**src/rtl/aho_pkg.sv**
```systemverilog
// Shared types, constants and the sine table function of the additive harmonic oscillator.
package aho_pkg;

   // Field and datapath widths
   localparam int AMP_W        = 8;
   localparam int AMP_SLOTS    = 8;
   localparam int SINE_MAG_W   = 15;
   localparam int SINE_W       = 16;
   localparam int PROD_W       = 25;
   localparam int ACC_W        = 27;
   localparam int SAMPLE_W     = 19;
   localparam int SAMPLE_SHIFT = 8;
   localparam int STEP_W       = 32;
   localparam int AMPS_W       = 64;
   localparam int CSR_IDX_W    = 2;
   localparam int REQ_DATA_W   = 8;
   localparam int RSP_DATA_W   = 24;

   // Register indexes
   localparam logic [CSR_IDX_W-1:0] REG_PHASE_STEP = 2'd0;
   localparam logic [CSR_IDX_W-1:0] REG_AMPLITUDES = 2'd1;
   localparam logic [CSR_IDX_W-1:0] REG_MUTE       = 2'd2;

   // Register reset values
   localparam logic [STEP_W-1:0] PHASE_STEP_RESET = 32'd44739243;
   localparam logic [AMPS_W-1:0] AMPLITUDES_RESET = 64'h2025_2B33_4055_80FF;

   // Quarter-wave polynomial coefficients, Q30
   localparam logic [63:0] C1 = 64'd1686629713;
   localparam logic [63:0] C3 = 64'd693598668;
   localparam logic [63:0] C5 = 64'd85569306;
   localparam logic [63:0] C7 = 64'd5026995;
   localparam logic [63:0] C9 = 64'd172272;

   // Control that travels with each transaction down the cell chain
   typedef struct packed {
      logic valid;
      logic mute;
   } ctrl_type;

   // Sine magnitude of quarter-wave index r, scaled to 32767; evaluated at elaboration
   function automatic logic [SINE_MAG_W-1:0] sine_mag(input logic [63:0] r, input int qbits);
      logic [63:0] x;
      logic [63:0] x2;
      logic [63:0] t;
      logic [63:0] s;
      logic [63:0] v;
      x  = r << (30 - qbits);
      x2 = (x * x) >> 30;
      t  = C9;
      t  = C7 - ((x2 * t) >> 30);
      t  = C5 - ((x2 * t) >> 30);
      t  = C3 - ((x2 * t) >> 30);
      t  = C1 - ((x2 * t) >> 30);
      s  = (x * t) >> 30;
      v  = (s * 64'd32767 + (64'd1 << 29)) >> 30;
      if (v > 64'd32767) begin
         v = 64'd32767;
      end
      return v[SINE_MAG_W-1:0];
   endfunction

endpackage

```
**src/rtl/aho_cell.sv**
```systemverilog
// One harmonic cell: forms k*phase, looks up its sine and adds the weighted term.
module aho_cell #(
   parameter int PHASE_BITS     = 32,
   parameter int SINE_ADDR_BITS = 10
) (
   input  logic                                 clock,
   input  logic                                 reset,
   input  logic                                 en,
   input  logic [aho_pkg::AMP_W-1:0]            amp,
   input  aho_pkg::ctrl_type                    in_ctrl,
   input  logic [PHASE_BITS-1:0]                in_phase,
   input  logic [PHASE_BITS-1:0]                in_hphase,
   input  logic signed [aho_pkg::ACC_W-1:0]     in_acc,
   output aho_pkg::ctrl_type                    out_ctrl,
   output logic [PHASE_BITS-1:0]                out_phase,
   output logic [PHASE_BITS-1:0]                out_hphase,
   output logic signed [aho_pkg::ACC_W-1:0]     out_acc
);

   localparam int QB      = SINE_ADDR_BITS - 2;
   localparam int QUARTER = 1 << QB;

   // Sine magnitude at the top of the quarter wave
   localparam logic [aho_pkg::SINE_MAG_W-1:0] PEAK = aho_pkg::sine_mag(64'(QUARTER), QB);

   // Quarter-wave sine table; the top end is held in PEAK
   logic [aho_pkg::SINE_MAG_W-1:0] lut [QUARTER];

   for (genvar i = 0; i < QUARTER; i++) begin : g_lut
      assign lut[i] = aho_pkg::sine_mag(64'(i), QB);
   end

   logic [PHASE_BITS-1:0]              hphase;
   logic [SINE_ADDR_BITS-1:0]          addr;
   logic [1:0]                         quad;
   logic [QB:0]                        idx;
   logic [aho_pkg::SINE_MAG_W-1:0]     mag;
   logic signed [aho_pkg::SINE_W-1:0]  sine;
   logic signed [aho_pkg::PROD_W-1:0]  prod;

   aho_pkg::ctrl_type                  s1_ctrl_ff;
   logic [PHASE_BITS-1:0]              s1_phase_ff;
   logic [PHASE_BITS-1:0]              s1_hphase_ff;
   logic signed [aho_pkg::ACC_W-1:0]   s1_acc_ff;
   logic signed [aho_pkg::SINE_W-1:0]  s1_sine_ff;

   aho_pkg::ctrl_type                  s2_ctrl_ff;
   logic [PHASE_BITS-1:0]              s2_phase_ff;
   logic [PHASE_BITS-1:0]              s2_hphase_ff;
   logic signed [aho_pkg::ACC_W-1:0]   s2_acc_ff;

   // Step the harmonic phase and map it onto the quarter wave
   always_comb begin
      hphase = in_hphase + in_phase;
      addr   = hphase[PHASE_BITS-1 -: SINE_ADDR_BITS];
      quad   = addr[SINE_ADDR_BITS-1 -: 2];
      if (quad[0]) begin
         idx = (QB+1)'(QUARTER) - {1'b0, addr[QB-1:0]};
      end else begin
         idx = {1'b0, addr[QB-1:0]};
      end
      if (idx[QB]) begin
         mag = PEAK;
      end else begin
         mag = lut[idx[QB-1:0]];
      end
      if (quad[1]) begin
         sine = -$signed({1'b0, mag});
      end else begin
         sine = $signed({1'b0, mag});
      end
   end

   // Weight the sine by this harmonic's amplitude
   assign prod = s1_sine_ff * $signed({1'b0, amp});

   // Hold control state, clear on reset
   always_ff @(posedge clock) begin
      if (reset) begin
         s1_ctrl_ff <= '0;
         s2_ctrl_ff <= '0;
      end else if (en) begin
         s1_ctrl_ff <= in_ctrl;
         s2_ctrl_ff <= s1_ctrl_ff;
      end
   end

   // Advance the payload through the two cell stages
   always_ff @(posedge clock) begin
      if (en) begin
         s1_phase_ff  <= in_phase;
         s1_hphase_ff <= hphase;
         s1_acc_ff    <= in_acc;
         s1_sine_ff   <= sine;
         s2_phase_ff  <= s1_phase_ff;
         s2_hphase_ff <= s1_hphase_ff;
         s2_acc_ff    <= s1_acc_ff + aho_pkg::ACC_W'(prod);
      end
   end

   assign out_ctrl   = s2_ctrl_ff;
   assign out_phase  = s2_phase_ff;
   assign out_hphase = s2_hphase_ff;
   assign out_acc    = s2_acc_ff;

endmodule

```
**config.mk**
```make
export PLATFORM = sky130hd
export DESIGN_NAME = aho_cell
export DESIGN_NICKNAME = d
export VERILOG_FILES = /design/src/rtl/aho_pkg.sv /design/src/rtl/aho_cell.sv
export SDC_FILE = /design/constraint.sdc
export NUM_CORES = 1
export LEC_CHECK = 0
export BUFFER_PORTS_ARGS = -buffer_cell sky130_fd_sc_hd__clkbuf_2
export CAP_MARGIN = 10
export CORE_MARGIN = 2
export CORE_UTILIZATION = 45
export CTS_CLUSTER_SIZE = 25
export DETAILED_ROUTE_END_ITERATION = 10
export PLACE_DENSITY = 0.66
export REMOVE_ABC_BUFFERS = 1
export SETUP_SLACK_MARGIN = 0.4
export SLEW_MARGIN = 10
export SYNTH_ARGS = -nofsm -noshare
export SYNTH_HDL_FRONTEND = slang
export SYNTH_SLANG_ARGS = --single-unit
```
**constraint.sdc**
```tcl
create_clock -name clock -period 7.3 [get_ports clock]
set_input_delay 0.73 -clock clock [delete_from_list [all_inputs] [get_ports clock]]
set_output_delay 0.73 -clock clock [all_outputs]
set_load 0.02 [all_outputs]
```
### Word level (Yosys, flattened, before mapping)

Memories as Yosys holds them, arrays and structs flattened.
Index checks and enable logic that the tools add are counted.

| storage, ports and cells | value |
|---|---|
| register bits | 202 |
| input bits | 104 |
| ROM bits | 3840 |
| memories kept | 1 |

| cells by class | value |
|---|---|
| multipliers | 1 |
| add/subtract/negate cells | 4 |
| multiplexer cells | 5 |
| bitwise logic cells | 1 |
| $lt $le $gt $ge | 1 |

Memory list:

| name | words | width | rd ports | clocked after memory_dff | wr ports | line | RTL |
|---|---|---|---|---|---|---|---|
| (name not given) | 256 | 15 | 1 | 0 | 0 | aho_cell.sv:65 | `mag = lut[idx[QB-1:0]];` |

Operator list:

| kind | count |
|---|---|
| two-way mux 15 bit | 4 |
| adder 32 bit | 1 |
| adder 27 x 25 -> 27 bit | 1 |
| multiplier 16 x 9 -> 25 bit | 1 |
| negation 15 -> 16 bit | 1 |
| >= comparator 9 bit (second input constant) | 1 |
| two-way mux 9 bit | 1 |
| inverter 8 -> 9 bit | 1 |
| subtractor 9 x 8 -> 9 bit (first input constant) | 1 |

### Longest topological paths before layout

Gate-level depths: netlist (run 1).

| logic depth | value |
|---|---|
| depth after elaboration | 10 |
| mapped depth | 31 |

### Worst setup path after synthesis (run 1)

No wires, ideal clock.

| timing path | value |
|---|---|
| kind | input to register |
| start | input in_phase[0] |
| end | register s1_sine_ff[14] (netlist bit) (data pin) |
| path buffers | 7 |
| setup slack | -326 ps |
| stages on the path | 29 |
| arrival | 7356 ps |
| path through | ha_1 -> fa_1 -> a21oi_1 -> o221a_2 -> or3_1 -> a21boi_0 -> or3_1 -> clkbuf_1 -> clkbuf_1 -> buf_1 -> ha_1 -> clkbuf_1 -> or2_2 -> a311o_1 -> nand3_2 -> nand2_2 -> buf_1 -> buf_2 -> buf_1 -> ha_1 -> nor2_1 -> a311oi_1 -> o311a_1 -> o311ai_2 -> ha_1 -> inv_1 -> or4b_4 -> o41ai_2 -> xor2_1 |

| between the ends | value |
|---|---|
| longest elaborated chain between the ends | 10 |

Ends and longest elaborated chain:

| what | line | RTL |
|---|---|---|
| start: declaration | aho_cell.sv:11 | `input logic [PHASE_BITS-1:0] in_phase,` |
| adder 32 bit * | aho_cell.sv:54 | `hphase = in_hphase + in_phase;` |
| subtractor 9 x 8 -> 9 bit | aho_cell.sv:58 | `idx = (QB+1)'(QUARTER) - {1'b0, addr[QB-1:0]};` |
| two-way mux 9 bit | aho_cell.sv:57 | `if (quad[0]) begin` |
| inverter 8 -> 9 bit (implied by the code) | aho_cell.sv:65 |  |
| memory read (256 x 15 bit) | -- |  |
| two-way mux 15 bit (implied by the code) (2 in a row) | aho_cell.sv:65 |  |
| two-way mux 15 bit | aho_cell.sv:62 | `if (idx[QB]) begin` |
| negation 15 -> 16 bit | aho_cell.sv:68 | `sine = -$signed({1'b0, mag});` |
| two-way mux 15 bit * | aho_cell.sv:67 | `if (quad[1]) begin` |
| net sine, one bit | aho_cell.sv:38 | `logic signed [aho_pkg::SINE_W-1:0] sine;` |
| end signal: assignment | aho_cell.sv:94 | `s1_sine_ff <= sine;` |
| end: declaration | aho_cell.sv:45 | `logic signed [aho_pkg::SINE_W-1:0] s1_sine_ff;` |

The timed path passes the listed nets; every way through them passes the cells marked *. The select of a mux whose other input is x is not followed.
A chain may end at the register's enable or synchronous reset.

### Worst setup path in the final report (run 1)

| timing path | value |
|---|---|
| start | input in_phase[14] |
| end | register s1_sine_ff[13] (netlist bit) (data pin) |

Same word-level chain as after synthesis.

==> results of run 1 <==
==> per-layer routing <==
| layer | wire length (microns) | part of all wire | GRT usage |
|---|---|---|---|
| met1 | 31900 | 0.40 | 0.461 |
| met2 | 34300 | 0.43 | 0.540 |
| met4 | 5520 | 0.070 | 0.212 |
| met3 | 7350 | 0.093 | 0.0641 |
| met5 | 13 | 0.00016 | 0 |
==> flip-flops by register name, summed over array words and instances, names as in the netlist <==
name          count
out_hphase       32
s1_hphase_ff     32
s1_phase_ff      32
out_phase        32
out_acc          27
out_ctrl          2
s1_acc_ff        27
s1_ctrl_ff        2
s1_sine_ff       16
==> area by class of cell <==
| cell class | count | share of cell area |
|---|---|---|
| antenna | 3 | 0.000320 |
| clock buffer | 27 | 0.0261 |
| clock inverter | 16 | 0.00688 |
| inverter | 198 | 0.0317 |
| multi-input combinational | 1549 | 0.518 |
| sequential | 202 | 0.257 |
| tap | 585 | 0.0312 |
| timing repair buffer | 449 | 0.129 |
==> worst max-delay path, stage by stage <==
cell and delay (ns):
clkbuf_2 0.09, ha_1 0.41, nand4_1 0.21, or2_1 0.32
or3_1 0.40, a211o_1 0.42, a311oi_4 0.59, o21ai_1 0.18
o21ai_2 0.19, ha_1 0.35, buf_4 0.26, nor3_1 0.21
buf_4 0.22, buf_4 0.16, nor2_1 0.04, nor3_1 0.54
nor3_1 0.16, a221o_1 0.37, o221ai_1 0.16, or4b_4 0.56
nor3_1 0.26, o21ai_0 0.12
==> stage by stage <==
step                      utilization  hold WS (ns)  instances  TNS (ns)
after floorplan                     -         0.400       1949    -17.97
after global placement          0.528         0.400       2981         0
after detailed placement        0.528         0.405       2981         0
after CTS                       0.546         0.331       3024         0
after global routing            0.547         0.330       3028         0
final                           0.547         0.343       3029         0
==> path summary, 6_finish.rpt <==
path	start	endpoint	cells past startpoint
setup / recovery	in_phase[14]	s1_sine_ff[13]	22
hold / removal	in_acc[6]	s1_acc_ff[6]	1
setup reg to reg	s1_sine_ff[4]	out_acc[25]	25
hold reg to reg	s1_hphase_ff[17]	out_hphase[17]	0
==> cell usage after synthesis (12+ instances only) <==
cell	n
a2111oi_0	12
a211oi_1	36
a21o_1	19
a21oi_1	149
a221oi_1	14
a311oi_1	17
a31oi_1	30
and2_1	85
buf_1	12
buf_2	53
clkbuf_1	60
edfxtp_1	198
fa_1	128
ha_1	108
inv_1	192
mux2i_1	13
nand2_1	152
nand3_1	55
nand4_1	17
nor2_1	111
nor3_1	67
nor4_1	12
o211ai_1	24
o21a_1	14
o21ai_0	105
o21ai_1	16
o21bai_1	14
o22ai_1	22
o31ai_1	22
or3_1	17
xnor2_1	53
xor2_1	19
==> timing repair <==
| action | in CTS | in global routing |
|---|---|---|
| endpoints found under the setup margin | 0 | 3 |
| resized for setup | 0 | 6 |
| setup buffers | 0 | 2 |
==> cells by family after synthesis <==
family / synth area share
AOI/OAI and AO/OA: 0.230
and+or+nand+nor: 0.149
buffers and inverters: 0.0684
adders and majority gates: 0.201
DFF: 0.309
xor gates and xnor gates: 0.0340
muxes: 0.00784
==> impl_results.md, run 1 <==
- Outcome: completed
- Placement Rows: 76
- Initial antenna violation count: 3
- Global placer's final weighted congestion: 1.07
- Fill count: 3,896
- Commonest cells after routing, fill and taps aside: buf_4, edfxtp_1, clkbuf_2, inv_1, nand2_1
- Vias in the first global route: 18.6k
- Clock transition at the registers of the reported paths: 0.06 ns
- Min Tclk post-route: 6.71 ns
- Hold buffers post-CTS: 0
- Core region area: 42,900 sq um
- Height of the die: 212 microns
- Ys Warns: 0
- Final setup vio count: 0
- Routed Antenna Nets: 0
- Post-DP HPWL: 62.4 mm
- Post-synthesis sequential area ratio: 0.309
- Width of the die: 212 microns
- Startpoint Class: primary input
- Final net count: 2,764
- Flop2flop setup slack: 0.95 ns
- Total grt overflow: 0
- Worst Hold Class: in2reg
- Via density per instance: 6.25
- Top FF cell, synth: edfxtp_1
- Setup Skew: 0.0329 ns
- Pin count of the biggest net entering global routing: 79
- Layout cells sized above 1: 0.227
- FF+latch count, synth: 202
- Fin crit share: 0.920
- Crit path max fanout: 16
- First-pass DRT Iterations: 7
- Final cell area excluding filler cells: 23,500 sq um
- Relative slew slack: 0.402
- Crit end category: register
- Clock Latency Late Sink: 0.56 ns
- Bufs on Longest Clock Path: 3
- I/O pins: 197
- Synth async-reset ratio: 0
- Worst Path Arrival: 6.98 ns
- DRT iter0 DRCs: 2,124
- Setup WS pre-CTS: 0.179 ns
- Unrepaired setup endpoints after global routing: false
- Post-synth EDFFs: 198
- Yosys top cell by area: edfxtp_1
- Clk root buf: clkbuf_16
- Top cell type's share of synthesized area: 0.305
- Total wire length: 79.1 mm
- Worst-Margin Slew: 0.892 ns
- Syn Inst Count: 2,080
- Area Growth Syn to Fin: 20.5%
- Multi-input gate area: 12,200 sq um
- TritonCTS clock tree: done
- Max-Cap Viols: 0
- H-tree depth: 1
- Critical Path RT: 7.57 ns
- Final Hold Viols: 0
- Area of the mapped netlist: 19,500 sq um
- CTS Buf Count: 24
- Die area: 45,000 sq um
- Vias: 18.9k
- Final WS setup: 0.587 ns
- DRC errors left: 0
- Commonest non-fill, non-tap cell in the layout: buf_4
- Post-Syn Area per Cell: 9.36 sq um
- DR WL/cell: 26.1 microns
- # clock sinks: 202
- Synth area leaders: edfxtp_1, fa_1, ha_1
- Starting Density: 0.454
- Placed inst area: 22,600 sq um
- Achievable frequency: 149 MHz
- I/O Buffers: 196
- First-pass GRT wire length: 117 mm
- Overall routing resource usage: 0.351
- Sequential cell area: 6030 sq um
- CP Class: in2reg
- Unique masters post-synth: 101
- Max-slew violation count: 0
Power of run 1 is not shown: default switching activity piles up to over one toggle a cycle in this logic, so the estimate is an artifact.
==> run 2: changes to the inputs <==
--- a/config.mk
+++ b/config.mk
@@ -5,6 +5,7 @@
 export SDC_FILE = /design/constraint.sdc
 export NUM_CORES = 1
 export LEC_CHECK = 0
+export ABC_AREA = 1
 export BUFFER_PORTS_ARGS = -buffer_cell sky130_fd_sc_hd__clkbuf_2
 export CAP_MARGIN = 10
 export CORE_MARGIN = 2
==> run 2 against run 1 <==
Register-to-register slack improved by 0.31 ns. Worst setup slack improved by 0.67 ns. Die area fell by 3.9%. Maximum frequency rose by 11%. Critical path depth rose by 4. Hold slack improved by 0.017 ns. Routed wire length fell by 26%. Utilization fell by 3.7 points. Critical path type is now reg2reg. Cell count rose by 1.5%. Critical endpoint is now out_acc[26]. Synthesized cell count rose by 14%.
==> impl_results.md, run 2 <==
- Commonest non-fill, non-tap cell in the layout: nand2_1
- Final Non-Filler Cells: 3,073
- Setup Skew: 0.0163 ns
- Worst Hold Class: in2reg
- First-pass DRT Iterations: 6
- Outcome: completed
- Clock Latency Late Sink: 0.55 ns
- Die area: 43,200 sq um
- Total wire length: 58.4 mm
- FF+latch count, synth: 202
- Crit path max fanout: 8
- Cts repair resizes: 0
- Top cell type's share of synthesized area: 0.318
- Worst Hold End: s1_acc_ff[7]
- DRT iter0 DRCs: 1,482
- Global placer's final weighted congestion: 1.01
- Syn Inst Count: 2,369
- Setup TNS: 0 ns
- Final setup vio count: 0
- Achievable frequency: 165 MHz
- Area of the mapped netlist: 18,700 sq um
- Hold buffers post-CTS: 0
- Commonest cells in the synthesized netlist: nand2_1, inv_1, nand3_1
- Routed Antenna Nets: 0
- Vias: 16.5k
- Relative slew slack: 0.304
- Overall routing resource usage: 0.269
- Layout cells sized above 1: 0.137
- Unique masters post-synth: 47
- WHS Path Cells: 1
- I/O Buffers: 196
- DR WL/cell: 19.0 microns
- Core region area: 40,900 sq um
- Bufs on Longest Clock Path: 3
- Vias in the first global route: 16.2k
- Area Growth Syn to Fin: 11.6%
- Max-Cap Viols: 0
- Startpoint Class: register
- DRC errors left: 0
- Fill count: 3,969
- Height of the die: 208 microns
- Worst-Margin Slew: 1.04 ns
- Width of the die: 208 microns
- Synth area leaders: edfxtp_1, nand2_1, fa_1
- CTS Buf Count: 24
- Top-count cell post-synth: nand2_1
- Total grt overflow: 0
- Ys Warns: 0
- First-pass GRT wire length: 91.3 mm
- Post-synth EDFFs: 198
- Commonest cells after routing, fill and taps aside: nand2_1, inv_1, nand3_1, edfxtp_1, clkbuf_2
- Post-route core utilization: 0.510
- Via density per instance: 5.37
- Synth async-reset ratio: 0
- R2R cell count: 26
- Unrepaired setup endpoints after global routing: false
- I/O pins: 197
- Pin count of the biggest net entering global routing: 124
- DP Cell Count: 3,030
- Min Tclk post-route: 6.04 ns
- Clock transition at the registers of the reported paths: 0.06 ns
- CP Class: reg2reg
- R2R Path End: out_acc[26]
- Top FF cell, synth: edfxtp_1
- Post-synthesis sequential area ratio: 0.322
- Final Hold Viols: 0
- Yosys top cell by area: edfxtp_1
- Sequential cell area: 6030 sq um
- Post-DP HPWL: 45.1 mm
- Post-CTS Setup Bufs: 0
- Post-Syn Area per Cell: 7.89 sq um
- Flop2flop setup slack: 1.26 ns
- Placement Rows: 74
- Critical Path RT: 7.59 ns
- R2R Path Start: s1_sine_ff[9]
- H-tree depth: 1
- # clock sinks: 202
- Multi-input gate area: 10,700 sq um
- # diodes: 0
- Worst Path Arrival: 6.33 ns
- Min-delay src: in_acc[7]
- Initial antenna violation count: 1
- Final net count: 2,864
- Starting Density: 0.457
- Crit end category: register
- Fin crit share: 0.828
- TritonCTS clock tree: done
- Final WS setup: 1.26 ns
- Clk root buf: clkbuf_16
- Setup WS pre-CTS: 0.860 ns
- Max-slew violation count: 0
## run 2: changes by cell type after synthesis, sizes merged, moves of 64 or more
cell / delta
nor3: -64
nand3: +218
and2: -84
a21oi: -72
inv: +190
o21ai: -80
nand2: +690
## run 2: logic make-up (layout without fill, tap and decap cells)
| kind of cell | after synthesis | count (layout) | synth area share |
|---|---|---|---|
| XOR/XNOR | 56 | 56 | 0.0262 |
| AO/OA/AOI/OAI | 138 | 138 | 0.0394 |
| buffers and inverters | 480 | 652 | 0.107 |
| flip-flops | 202 | 202 | 0.322 |
| AND/OR/NAND/NOR | 1257 | 1257 | 0.296 |
| adder cells (fa/ha/maj) | 236 | 236 | 0.209 |
## run 2: layer usage
metal	wire, microns	global-route usage	vias up
li1	-	-	7801
met4	2470	0.110	2
met2	25500	0.416	683
met3	5050	0.0592	151
met1	25400	0.368	7868
met5	13	0	-
## run 2: per-stage QoR
stage	instance area [sq um]	hold slack (ns)
floorplan	18200	0.400
global placement	20000	0.400
detailed placement	20000	0.405
CTS	20900	0.341
global route	20900	0.345
finish	20900	0.360
## run 2: final cells by class
type | count | share of cell area
Multi-Input combinational cell | 1687 | 0.511
Sequential cell | 202 | 0.289
Inverter | 390 | 0.0702
Timing Repair Buffer | 219 | 0.0575
Tap cell | 532 | 0.0319
Clock buffer | 26 | 0.0291
Clock inverter | 17 | 0.0112
## run 2: worst max-delay path by stage
stage | start | cells past startpoint | endpoint
2_1_floorplan | amp[0] | 26 | out_acc[26]
3_3_place_gp | amp[0] | 27 | out_acc[26]
3_5_place_dp | amp[0] | 27 | out_acc[26]
4_1_cts | s1_sine_ff[9] | 26 | out_acc[26]
5_1_grt | s1_sine_ff[9] | 26 | out_acc[26]
6_report | s1_sine_ff[9] | 26 | out_acc[26]
## run 2: critical path, stage by stage (launching register included)
cell,delay [ns]
edfxtp_1,0.54
nand2_1,0.13
inv_1,0.06
fa_1,0.51
fa_1,0.52
inv_1,0.06
fa_1,0.53
inv_1,0.05
fa_1,0.47
inv_1,0.05
fa_1,0.47
inv_1,0.04
ha_1,0.34
nand2_1,0.09
o21ai_0,0.25
a21oi_1,0.11
nand2_1,0.21
a21oi_1,0.16
o21ai_0,0.42
nand3_1,0.14
nand2_1,0.13
nand3_1,0.08
nand2_1,0.10
a21oi_1,0.07
nor2_1,0.08
nor2_1,0.06
xor2_1,0.13
Power of run 2 is left out for the same reason.
==> run 3: changes to the inputs <==
--- a/config.mk
+++ b/config.mk
@@ -12,7 +12,6 @@
 export CORE_UTILIZATION = 45
 export CTS_CLUSTER_SIZE = 25
 export DETAILED_ROUTE_END_ITERATION = 10
-export PLACE_DENSITY = 0.66
 export REMOVE_ABC_BUFFERS = 1
 export SETUP_SLACK_MARGIN = 0.4
 export SLEW_MARGIN = 10
==> constraint.sdc (replaced) <==
create_clock -name clock -period 6.2 [get_ports clock]
set_input_delay 0.62 -clock clock [delete_from_list [all_inputs] [get_ports clock]]
set_output_delay 0.62 -clock clock [all_outputs]
set_load 0.02 [all_outputs]
==> run 3 against run 2 <==
Clock skew shrank 0.0035 ns. Non-clock buffer count grew 98. First-iteration DRC count grew 14%. Sequential cell count is the same. Highest routed layer unchanged. Routed wire length grew 2.7%. Worst setup slack lost 0.56 ns. Via count grew 2.1%. Clock-buffer cell count grew 3.
==> impl_results.md, run 3 (same netlist as run 2, synthesis figures left out) <==
- First-pass GRT wire length: 92.9 mm
- Startpoint Class: register
- Final net count: 2,962
- CTS Buf Count: 24
- Met2 Use GR: 0.439
- CP Buf/Inv Count: 7
- Unrepaired setup endpoints after global routing: false
- Final WS setup: 0.695 ns
- Area Growth Syn to Fin: 16.2%
- Core region area: 40,900 sq um
- Bufs on Longest Clock Path: 3
- Routed Antenna Nets: 0
- Setup Skew: 0.0127 ns
- H-tree depth: 1
- Flop2flop setup slack: 0.70 ns
- Global placer's final weighted congestion: 1.03
- Clock Latency Late Sink: 0.54 ns
- Max-Cap Viols: 0
- Width of the die: 208 microns
- Layout cells sized above 1: 0.178
- Commonest cells after routing, fill and taps aside: nand2_1, inv_1, nand3_1, edfxtp_1, clkbuf_2
- Starting Density: 0.457
- CP Class: reg2reg
- Overall routing resource usage: 0.274
- Placement Rows: 74
- Max incr delay on CP: 0.51 ns
- Initial antenna violation count: 1
- Vias in the first global route: 16.6k
- Worst-Margin Slew: 0.957 ns
- Height of the die: 208 microns
- DP Cell Count: 3,112
- Pin count of the biggest net entering global routing: 121
- Achievable frequency: 182 MHz
- TritonCTS clock tree: done
- Setup TNS: 0 ns
- Max-slew violation count: 0
- Busiest grt layer: met2
- Crit end category: register
- Clock transition at the registers of the reported paths: 0.06 ns
- Clk root buf: clkbuf_16
- Total wire length: 60.0 mm
- Critical Path RT: 6.49 ns
- Worst Path Arrival: 5.79 ns
- Outcome: completed
- Final Non-Filler Cells: 3,172
- Final Hold Viols: 0
- I/O pins: 197
- Fin crit share: 0.888
- Post-DP HPWL: 46.9 mm
- Via density per instance: 5.31
- DR WL/cell: 18.9 microns
- Worst path slowest cell: fa_1
- Crit path max fanout: 4
- Relative slew slack: 0.362
- # clock sinks: 202
- Commonest non-fill, non-tap cell in the layout: nand2_1
- Die area: 43,200 sq um
- GR Util met3: 0.0389
- Vias: 16.8k
- Setup WS pre-CTS: 0.0810 ns
- Hold buffers post-CTS: 0
- Met1 Use GR: 0.374
- DRC errors left: 0
- DRT iter0 DRCs: 1,687
- Total grt overflow: 0
- Delay-heaviest family, CP: adder cells
- First-pass DRT Iterations: 7
- Worst Hold Class: in2reg
- Min Tclk post-route: 5.50 ns
- I/O Buffers: 196
- Final setup vio count: 0
- # diodes: 0
## run 3: changes by cell type in the layout (fill, tap and decap cells not counted), sizes merged
cell,before,now
clkinvlp,1,2
clkbuf,222,225
clkinv,14,13
buf,23,121
bufinv,5,2
inv,387,388
## run 3: area by class of cell
cell class                 count  area, sq um
clock inverter                15          150
timing repair buffer         317         1970
multi-input combinational   1687        10800
tap                          532          666
fill                        4004        19200
clock buffer                  29          619
inverter                     390         1470
sequential                   202         6030
## run 3: final timing paths
check                                       from        endpoint  cells after the start
worst max-delay path               s1_sine_ff[4]     out_acc[26]                     28
worst min-delay path                   in_acc[2]    s1_acc_ff[2]                      1
worst max register to register     s1_sine_ff[4]     out_acc[26]                     28
worst min register to register  s1_hphase_ff[18]  out_hphase[18]                      0
## run 3: what timing repair did
| action | in CTS | in global routing |
|---|---|---|
| endpoints found under the setup margin | 2 | 4 |
| buffers inserted | 7 | 9 |
| resized for setup | 1 | 27 |
| cloned | 0 | 0 |
| pin swaps | 0 | 8 |
## run 3: metal layers
metal	vias to the layer above	routed length, microns
li1	8007	-
met1	7969	25600
met2	708	27100
met3	162	4480
met4	2	2790
met5	-	13
## run 3: stage by stage
stage | hold WS [ns] | utilization | instance area [sq um]
after floorplan | 0.400 | - | 18200
after global placement | 0.400 | 0.505 | 20700
after detailed placement | 0.405 | 0.505 | 20700
after CTS | 0.217 | 0.525 | 21500
after global routing | 0.225 | 0.531 | 21700
final | 0.254 | 0.531 | 21700
Power of run 3 is left out for the same reason.
